## src/b64d_pkg.sv

```systemverilog
// Package for the base64 stream decoder: queue item type, character classes,
// status codes and the alphabet lookup. No dependencies.
package b64d_pkg;

  typedef enum logic [1:0] {
    CLS_SEXTET = 2'd0,
    CLS_PAD    = 2'd1,
    CLS_BAD    = 2'd2
  } char_class_t;

  typedef struct packed {
    char_class_t cls;
    logic [5:0]  sextet;
    logic        last;
  } item_t;

  typedef struct packed {
    logic  valid;
    item_t item;
  } push_t;

  localparam logic [1:0] STATUS_OK       = 2'd0;
  localparam logic [1:0] STATUS_BAD_CHAR = 2'd1;
  localparam logic [1:0] STATUS_BAD_LEN  = 2'd2;

  localparam logic [7:0] CHAR_PAD   = 8'h3D;  // '='
  localparam logic [7:0] CHAR_PLUS  = 8'h2B;  // '+'
  localparam logic [7:0] CHAR_SLASH = 8'h2F;  // '/'
  localparam logic [5:0] SX_PLUS    = 6'd62;
  localparam logic [5:0] SX_SLASH   = 6'd63;
  localparam logic [5:0] SX_LOWER   = 6'd26;
  localparam logic [5:0] SX_DIGIT   = 6'd52;

  function automatic item_t classify(input logic [7:0] c, input logic last);
    item_t r;
    logic [7:0] d;
    r.last   = last;
    r.cls    = CLS_SEXTET;
    r.sextet = '0;
    d        = '0;
    if (c >= 8'h41 && c <= 8'h5A) begin
      d        = c - 8'h41;
      r.sextet = d[5:0];
    end else if (c >= 8'h61 && c <= 8'h7A) begin
      d        = c - 8'h61;
      r.sextet = d[5:0] + SX_LOWER;
    end else if (c >= 8'h30 && c <= 8'h39) begin
      d        = c - 8'h30;
      r.sextet = d[5:0] + SX_DIGIT;
    end else if (c == CHAR_PLUS) begin
      r.sextet = SX_PLUS;
    end else if (c == CHAR_SLASH) begin
      r.sextet = SX_SLASH;
    end else if (c == CHAR_PAD) begin
      r.cls = CLS_PAD;
    end else begin
      r.cls = CLS_BAD;
    end
    return r;
  endfunction

endpackage

```

## src/b64d_if.sv

```systemverilog
// Stream interfaces of the base64 decoder: character channel and byte channel.
// Valid/ready handshake; no dependencies.
interface b64d_char_if;
  logic       valid;
  logic       ready;
  logic [7:0] in_char;
  logic       is_last_char;

  modport source (output valid, output in_char, output is_last_char, input ready);
  modport sink   (input valid, input in_char, input is_last_char, output ready);
endinterface

interface b64d_byte_if;
  logic       valid;
  logic       ready;
  logic [7:0] out_byte;
  logic       has_byte;
  logic       end_of_string;
  logic [1:0] status;

  modport source (output valid, output out_byte, output has_byte,
                  output end_of_string, output status, input ready);
  modport sink   (input valid, input out_byte, input has_byte,
                  input end_of_string, input status, output ready);
endinterface

```

## src/b64d_front.sv

```systemverilog
// Front end: accepts characters and classifies them into queue items.
// Depends on b64d_pkg and b64d_char_if.
module b64d_front (
  b64d_char_if.sink     char_ch,
  input  logic          full,
  output b64d_pkg::push_t push
);
  import b64d_pkg::*;

  assign char_ch.ready = !full;

  always_comb begin
    push.valid = char_ch.valid && !full;
    push.item  = classify(char_ch.in_char, char_ch.is_last_char);
  end

endmodule

```

## src/b64d_queue.sv

```systemverilog
// Small FIFO of classified items between front and back end.
// Depends on b64d_pkg.
module b64d_queue #(
  parameter int DEPTH = 4
) (
  input  logic            clk,
  input  logic            rst,
  input  b64d_pkg::push_t push,
  input  logic            pop,
  output logic            full,
  output logic            not_empty,
  output b64d_pkg::item_t head
);
  import b64d_pkg::*;

  localparam int PW = (DEPTH > 1) ? $clog2(DEPTH) : 1;
  localparam int CW = $clog2(DEPTH + 1);
  localparam logic [PW-1:0] LAST_PTR = PW'(DEPTH - 1);
  localparam logic [CW-1:0] FULL_CNT = CW'(DEPTH);

  item_t         mem [DEPTH];
  logic [PW-1:0] wr_ptr;
  logic [PW-1:0] rd_ptr;
  logic [CW-1:0] count;
  logic          do_pop;

  assign full      = (count == FULL_CNT);
  assign not_empty = (count != '0);
  assign head      = mem[rd_ptr];
  assign do_pop    = pop && not_empty;

  always_ff @(posedge clk) begin
    if (rst) begin
      wr_ptr <= '0;
      rd_ptr <= '0;
      count  <= '0;
    end else begin
      if (push.valid) begin
        wr_ptr <= (wr_ptr == LAST_PTR) ? '0 : wr_ptr + 1'b1;
      end
      if (do_pop) begin
        rd_ptr <= (rd_ptr == LAST_PTR) ? '0 : rd_ptr + 1'b1;
      end
      if (push.valid && !do_pop) begin
        count <= count + 1'b1;
      end else if (!push.valid && do_pop) begin
        count <= count - 1'b1;
      end
    end
  end

  always_ff @(posedge clk) begin
    if (push.valid) begin
      mem[wr_ptr] <= push.item;
    end
  end

endmodule

```

## src/b64d_back.sv

```systemverilog
// Back end: group state, byte assembly, string status and output register.
// Depends on b64d_pkg and b64d_byte_if.
module b64d_back (
  input  logic            clk,
  input  logic            rst,
  input  logic            not_empty,
  input  b64d_pkg::item_t head,
  output logic            pop,
  b64d_byte_if.source     byte_ch
);
  import b64d_pkg::*;

  logic [5:0] prev_sextet, prev_sextet_next;
  logic [1:0] group_position, group_position_next;
  logic       pad_seen, pad_seen_next;
  logic       bad_char_seen, bad_char_seen_next;
  logic [7:0] byte_val;
  logic       has_byte;
  logic       emit;
  logic [1:0] status_val;

  logic       o_valid;
  logic [7:0] o_byte;
  logic       o_has;
  logic       o_eos;
  logic [1:0] o_status;

  assign pop = not_empty && (!o_valid || byte_ch.ready);

  always_comb begin
    prev_sextet_next    = prev_sextet;
    group_position_next = group_position;
    pad_seen_next       = pad_seen;
    bad_char_seen_next  = bad_char_seen;
    byte_val            = '0;
    has_byte            = 1'b0;
    if (!pad_seen && !bad_char_seen) begin
      unique case (head.cls)
        CLS_PAD: pad_seen_next = 1'b1;
        CLS_SEXTET: begin
          unique case (group_position)
            2'd1: byte_val = {prev_sextet, head.sextet[5:4]};
            2'd2: byte_val = {prev_sextet[3:0], head.sextet[5:2]};
            2'd3: byte_val = {prev_sextet[1:0], head.sextet};
            default: byte_val = '0;
          endcase
          has_byte            = (group_position != 2'd0);
          prev_sextet_next    = head.sextet;
          group_position_next = group_position + 2'd1;
        end
        default: bad_char_seen_next = 1'b1;
      endcase
    end
    if (bad_char_seen_next) begin
      status_val = STATUS_BAD_CHAR;
    end else if (group_position_next == 2'd1) begin
      status_val = STATUS_BAD_LEN;
    end else begin
      status_val = STATUS_OK;
    end
    emit = head.last || has_byte;
  end

  always_ff @(posedge clk) begin
    if (rst) begin
      prev_sextet    <= '0;
      group_position <= '0;
      pad_seen       <= 1'b0;
      bad_char_seen  <= 1'b0;
      o_valid        <= 1'b0;
    end else begin
      if (pop) begin
        if (head.last) begin
          prev_sextet    <= '0;
          group_position <= '0;
          pad_seen       <= 1'b0;
          bad_char_seen  <= 1'b0;
        end else begin
          prev_sextet    <= prev_sextet_next;
          group_position <= group_position_next;
          pad_seen       <= pad_seen_next;
          bad_char_seen  <= bad_char_seen_next;
        end
        o_valid <= emit;
      end else if (byte_ch.ready) begin
        o_valid <= 1'b0;
      end
    end
  end

  always_ff @(posedge clk) begin
    if (pop && emit) begin
      o_byte   <= byte_val;
      o_has    <= has_byte;
      o_eos    <= head.last;
      o_status <= head.last ? status_val : STATUS_OK;
    end
  end

  assign byte_ch.valid         = o_valid;
  assign byte_ch.out_byte      = o_byte;
  assign byte_ch.has_byte      = o_has;
  assign byte_ch.end_of_string = o_eos;
  assign byte_ch.status        = o_status;

endmodule

```

## src/base64_stream_decoder.sv

```systemverilog
// Top level of the streaming base64 decoder (standard alphabet, '=' pad).
// Depends on b64d_pkg, b64d_if, b64d_front, b64d_queue and b64d_back.
//
// One character per transaction enters on char_ch; is_last_char marks the
// end of a string. A byte transaction leaves on byte_ch after the second,
// third and fourth character of each group of four, and the last character
// always yields one carrying end_of_string and status (ok, invalid
// character, bad length). After the first '=' the rest of the string is
// ignored. On a nonzero status the consumer drops that string's bytes.
// Throughput is one character per cycle while byte_ch is not stalled: the
// front classifies the character through the alphabet table and writes it
// into a QUEUE_DEPTH-entry queue; the back end pops one item per cycle,
// updates the group state and loads the output register. The queue lets
// the input keep flowing for up to QUEUE_DEPTH characters while byte_ch
// is stalled. No clearing pass after reset.
module base64_stream_decoder #(
  parameter int QUEUE_DEPTH = 4
) (
  input  logic        clk,
  input  logic        rst,
  b64d_char_if.sink   char_ch,
  b64d_byte_if.source byte_ch
);
  import b64d_pkg::*;

  push_t push;
  item_t head;
  logic  full;
  logic  not_empty;
  logic  pop;

  // classify incoming characters
  b64d_front u_front (
    .char_ch (char_ch),
    .full    (full),
    .push    (push)
  );

  // decouples the input side from output stalls
  b64d_queue #(
    .DEPTH (QUEUE_DEPTH)
  ) u_queue (
    .clk       (clk),
    .rst       (rst),
    .push      (push),
    .pop       (pop),
    .full      (full),
    .not_empty (not_empty),
    .head      (head)
  );

  // decode state machine and output register
  b64d_back u_back (
    .clk       (clk),
    .rst       (rst),
    .not_empty (not_empty),
    .head      (head),
    .pop       (pop),
    .byte_ch   (byte_ch)
  );

endmodule

```

## src/flat_wrapper.sv

```systemverilog
// flat-port wrapper written by rule: the top's interface ports become plain ports
module base64_stream_decoder_flat import b64d_pkg::*;
#(
  parameter int QUEUE_DEPTH = 4
)
  (clk, rst, char_ch_valid, char_ch_in_char, char_ch_is_last_char, char_ch_ready, byte_ch_valid, byte_ch_out_byte, byte_ch_has_byte, byte_ch_end_of_string, byte_ch_status, byte_ch_ready);
  b64d_char_if char_ch_i ();
  b64d_byte_if byte_ch_i ();
  input  logic clk;
  input  logic rst;
  input wire logic [$bits(char_ch_i.valid)-1:0] char_ch_valid;
  input wire logic [$bits(char_ch_i.in_char)-1:0] char_ch_in_char;
  input wire logic [$bits(char_ch_i.is_last_char)-1:0] char_ch_is_last_char;
  output wire logic [$bits(char_ch_i.ready)-1:0] char_ch_ready;
  output wire logic [$bits(byte_ch_i.valid)-1:0] byte_ch_valid;
  output wire logic [$bits(byte_ch_i.out_byte)-1:0] byte_ch_out_byte;
  output wire logic [$bits(byte_ch_i.has_byte)-1:0] byte_ch_has_byte;
  output wire logic [$bits(byte_ch_i.end_of_string)-1:0] byte_ch_end_of_string;
  output wire logic [$bits(byte_ch_i.status)-1:0] byte_ch_status;
  input wire logic [$bits(byte_ch_i.ready)-1:0] byte_ch_ready;
  assign char_ch_i.valid = char_ch_valid;
  assign char_ch_i.in_char = char_ch_in_char;
  assign char_ch_i.is_last_char = char_ch_is_last_char;
  assign char_ch_ready = char_ch_i.ready;
  assign byte_ch_valid = byte_ch_i.valid;
  assign byte_ch_out_byte = byte_ch_i.out_byte;
  assign byte_ch_has_byte = byte_ch_i.has_byte;
  assign byte_ch_end_of_string = byte_ch_i.end_of_string;
  assign byte_ch_status = byte_ch_i.status;
  assign byte_ch_i.ready = byte_ch_ready;
  base64_stream_decoder #(.QUEUE_DEPTH(QUEUE_DEPTH)) u_core (.clk(clk), .rst(rst), .char_ch(char_ch_i), .byte_ch(byte_ch_i));
endmodule
```

## config.mk

```make
export PLATFORM = sky130hd
export DESIGN_NAME = base64_stream_decoder_flat
export DESIGN_NICKNAME = d
export VERILOG_FILES = /design/src/b64d_pkg.sv /design/src/b64d_if.sv /design/src/b64d_front.sv /design/src/b64d_queue.sv /design/src/b64d_back.sv /design/src/base64_stream_decoder.sv /design/src/flat_wrapper.sv
export SDC_FILE = /design/constraint.sdc
export NUM_CORES = 1
export LEC_CHECK = 0
export ABC_CLOCK_PERIOD_IN_PS = 3900
export BUFFER_PORTS_ARGS = -buffer_cell sky130_fd_sc_hd__buf_2
export CORE_MARGIN = 10
export CORE_UTILIZATION = 60
export CTS_BUF_LIST = sky130_fd_sc_hd__clkbuf_4
export CTS_CLUSTER_DIAMETER = 40
export CTS_CLUSTER_SIZE = 24
export DETAILED_ROUTE_END_ITERATION = 10
export PLACE_DENSITY = 0.8
export SYNTH_ARGS = -nofsm -noshare
export SYNTH_HDL_FRONTEND = slang
export SYNTH_SLANG_ARGS = --single-unit
```

## constraint.sdc

```tcl
create_clock -name clk -period 3.9 [get_ports clk]
set_input_delay 0.195 -clock clk [delete_from_list [all_inputs] [get_ports clk]]
set_output_delay 0.195 -clock clk [all_outputs]
set_load 0.02 [all_outputs]
```

==> flow_summary.toml <==
[yosys]
postSynthAreaPerCell_sq_um = 12.5
ys_seq_area_frac = 0.553
synth_area_sq_mm = 0.00333
netlist_instances = 266
yosysWarnings = 0
synth_fp_nets = 300
ys_types = 46
ys_seq_elements = 68

[global_route]
antenna_found_initial = 0
track_usage = 0.138
grt_pass1_vias = 2066
grt_max_degree = 18
overflow = 0
grt_pass1_wl_um = 9680

[sta]
tns_ns = 0
fmax_mhz = 378
fin_crit_sh = 0.679
max-slew-margin-rel = 0.581
slew_violations = 0
rsz0062_at_grt = "false"
hold_violations = 0
period_needed_ns = 2.65
setup_viol = 0
clock_skew_ns = 0.0210
worst_slew_pin_slew_ns = 0.622
final.setup.worst_slack_ns = 1.25

[floorplan]
die_h_um = 94.5
dieArea_sq_mm = 0.00893
rows = 27
initial_core_util = 0.613
ios = 27
coreArea_sq_mm = 0.00544
die_w_um = 94.5

[setup_path]
critical_path_required_ns = 3.96
arrival_ns = 2.71
crit_chain = "mux4_2 -> nor4_4 -> nor2b_1 -> o21ai_0 -> inv_1"
endpoint_kind = "register"
crit_path_top_delay_cell = "dfxtp_1"
path_class = "reg -> reg"
path_buf_inv = 1
critPathMaxStageDelay_ns = 0.65
crit_family = "flip-flops"
crit_path_start_kind = "register"
critPathMaxFanout = 12

[place]
place_ws_ns = 1.24
dpl_cell_area_sq_mm = 0.00350
globalplace.congestion = 0.934
place_hpwl_um = 4390
dp.cells = 353
portBuffers = 26

[routing]
drc_errors = 0
drtIter0Drc = 118
drt-total-wl_um = 5900
ant_nets = 0
first_pass_iters = 5
vias = 2175
via_per_inst = 5.88
wl_per_cell_um = 16.0

[power]
sw_frac_of_total = 0.355
ir_drop_uv = 282
leakage_nw = 1.34
power.share.sequential = 0.492
pwr-share-clk = 0.179
switchingPower_mw = 0.749
cellPowerDensity_mw_per_mm2 = 582
pwr-share-comb = 0.329
p_int_mw = 1.36

[layout]
stdcell_area_sq_mm = 0.00362
drive_gt1_frac = 0.168
area_growth_pct = 8.79
layout.cells.non_filler = 370
multi_input_area_sq_mm = 0.00138
final_nets = 327
diodes = 0
seq_area_sq_mm = 0.00184
fill_cells = 399

[run_status]
status = "finished, final reports clean"

[clock_tree]
cts_buffers = 9
cts_hold_buf = 1
clk_pin_slew_ns = 0.11
clock-root-buffer = "clkbuf_4"
cts_tree = "done"
clk_latency_ns = 0.42
post_cts_buffers = 0
cts_sinks = 68
post_cts_resized = 0
cts_buffer_depth = 2
cts_htree_levels = 3

[run]
maxCapViolations = 0

[hold_path]
hp-class = "in -> reg"
-- sequential cells by signal (all words and copies together) (netlist names), named ones only --
| signal | cells |
|---|---|
| u_core.u_back.byte_ch.status | 2 |
| u_core.u_back.byte_ch.end_of_string | 1 |
| u_core.u_back.byte_ch.out_byte | 8 |
| u_core.u_back.pad_seen | 1 |
| u_core.u_back.bad_char_seen | 1 |
| u_core.u_back.group_position | 2 |
| u_core.u_back.prev_sextet | 6 |
| u_core.u_back.byte_ch.valid | 1 |
| u_core.u_queue.wr_ptr | 2 |
| u_core.u_queue.count | 3 |
| u_core.u_back.byte_ch.has_byte | 1 |
| u_core.u_queue.rd_ptr | 2 |
| u_core.u_queue.mem | 36 |
-- stage by stage --
stage | hold slack (ns) | power [mW] | utilization
after global placement | 0.413 | 1.72 | 0.644
after global routing | 0.0845 | 2.25 | 0.666
final | 0.0825 | 2.11 | 0.666
after detailed placement | 0.422 | 1.75 | 0.644
after floorplan | 0.294 | 1.58 | -
after CTS | 0.0700 | 2.13 | 0.666
-- kinds of logic (layout without fill, tap and decap cells) --
family | after synthesis | in the layout | share of synthesized area
AO/OA/AOI/OAI | 52 | 52 | 0.117
XOR/XNOR | 4 | 4 | 0.0105
adder cells (fa/ha/maj) | 21 | 21 | 0.0811
buffers and inverters | 27 | 59 | 0.0327
flip-flops | 68 | 68 | 0.553
multiplexers | 14 | 14 | 0.0845
AND/OR/NAND/NOR | 80 | 80 | 0.122
-- per-layer routing --
| layer | GRT usage | up-vias | wire length, um |
|---|---|---|---|
| met4 | 0.106 | 0 | 230 |
| li1 | - | 1071 | - |
| met1 | 0.161 | 1019 | 2470 |
| met5 | 0 | - | 0 |
| met2 | 0.220 | 66 | 2880 |
| met3 | 0.0285 | 19 | 321 |
-- worst reg2reg max path, delay by kind of cell, from the launching register on --
family | cells | cell delay [ns]
flip-flops | 1 | 0.65
buffers and inverters | 1 | 0.34
AND/OR/NAND/NOR | 2 | 0.57
AO/OA/AOI/OAI | 1 | 0.11
multiplexers | 1 | 0.63
-- final cells by class --
cell class                 count  share of cell area
clock inverter                 5             0.00794
sequential                    68               0.508
clock buffer                  11              0.0228
timing repair buffer          27              0.0387
tap                           72              0.0249
multi-input combinational    171               0.381
inverter                      16              0.0166
-- power by group through the flow --
stage          combinational (mW)  sequential (mW)  clock (mW)
6_report                    0.694             1.04       0.377
5_1_grt                     0.772             1.06       0.415
4_1_cts                     0.702             1.04       0.384
3_5_place_dp                0.695             1.06           0
3_3_place_gp                0.672             1.05           0
2_1_floorplan               0.501             1.08           0
-- cells in the final DEF (no fill, tap or decap), drive strengths merged, types with 2 or more instances in the layout --
cell     instances
a211oi           2
a21o             2
a21oi           12
a221oi           2
a222oi           8
a22oi            7
and2             2
and3             4
buf             26
clkbuf          11
clkinv           4
dfxtp           20
edfxtp          48
ha              20
inv             16
mux2             2
mux2i            3
mux4             9
nand2           17
nand2b           4
nand3            4
nand4            2
nor2            28
nor2b            5
nor3             5
nor4             4
o2111ai          2
o211ai           2
o21ai            7
o221a            2
or3              2
xor2             4
-- synth_stat cells (all sizes together) --
master | number | share of area
or4 | 1 | 0.0023
a2111o | 1 | 0.0034
nor2b | 5 | 0.0094
or2 | 1 | 0.0019
nor4 | 4 | 0.012
o21ai | 7 | 0.011
a32oi | 1 | 0.0026
nor2 | 28 | 0.032
nor3b | 1 | 0.0056
o31a | 1 | 0.0026
a221oi | 2 | 0.0053
o221a | 2 | 0.0068
nand2b | 4 | 0.0075
o211a | 1 | 0.0030
fa | 1 | 0.0060
inv | 16 | 0.018
a221o | 1 | 0.0030
mux4 | 9 | 0.069
nand4 | 2 | 0.0038
o21ba | 1 | 0.0030
o2111ai | 2 | 0.0053
a21oi | 12 | 0.018
xor2 | 4 | 0.011
mux2i | 3 | 0.0090
edfxtp | 48 | 0.43
and3 | 4 | 0.0075
or3 | 2 | 0.0038
nor3 | 5 | 0.0075
and2 | 2 | 0.0038
mux2 | 2 | 0.0068
a21o | 2 | 0.0045
ha | 20 | 0.075
dfxtp | 20 | 0.12
clkbuf | 7 | 0.0079
nand3 | 4 | 0.0060
o211ai | 2 | 0.0045
a22oi | 7 | 0.016
buf | 4 | 0.0068
a222oi | 8 | 0.024
nand2 | 17 | 0.019
a211oi | 2 | 0.0045
-- final timing paths --
check                           start                           endpoint  depth (start not counted)  slack, ns
min reg2reg  u_core.u_queue.rd_ptr[1]                           register                          2       0.50
max reg2reg                  register  u_core.u_back.byte_ch.out_byte[6]                          5       1.25
max                          register  u_core.u_back.byte_ch.out_byte[6]                          5       1.25
min                     byte_ch_ready        u_core.u_back.byte_ch.valid                          3       0.08
Power figures use the tool's default switching activity.
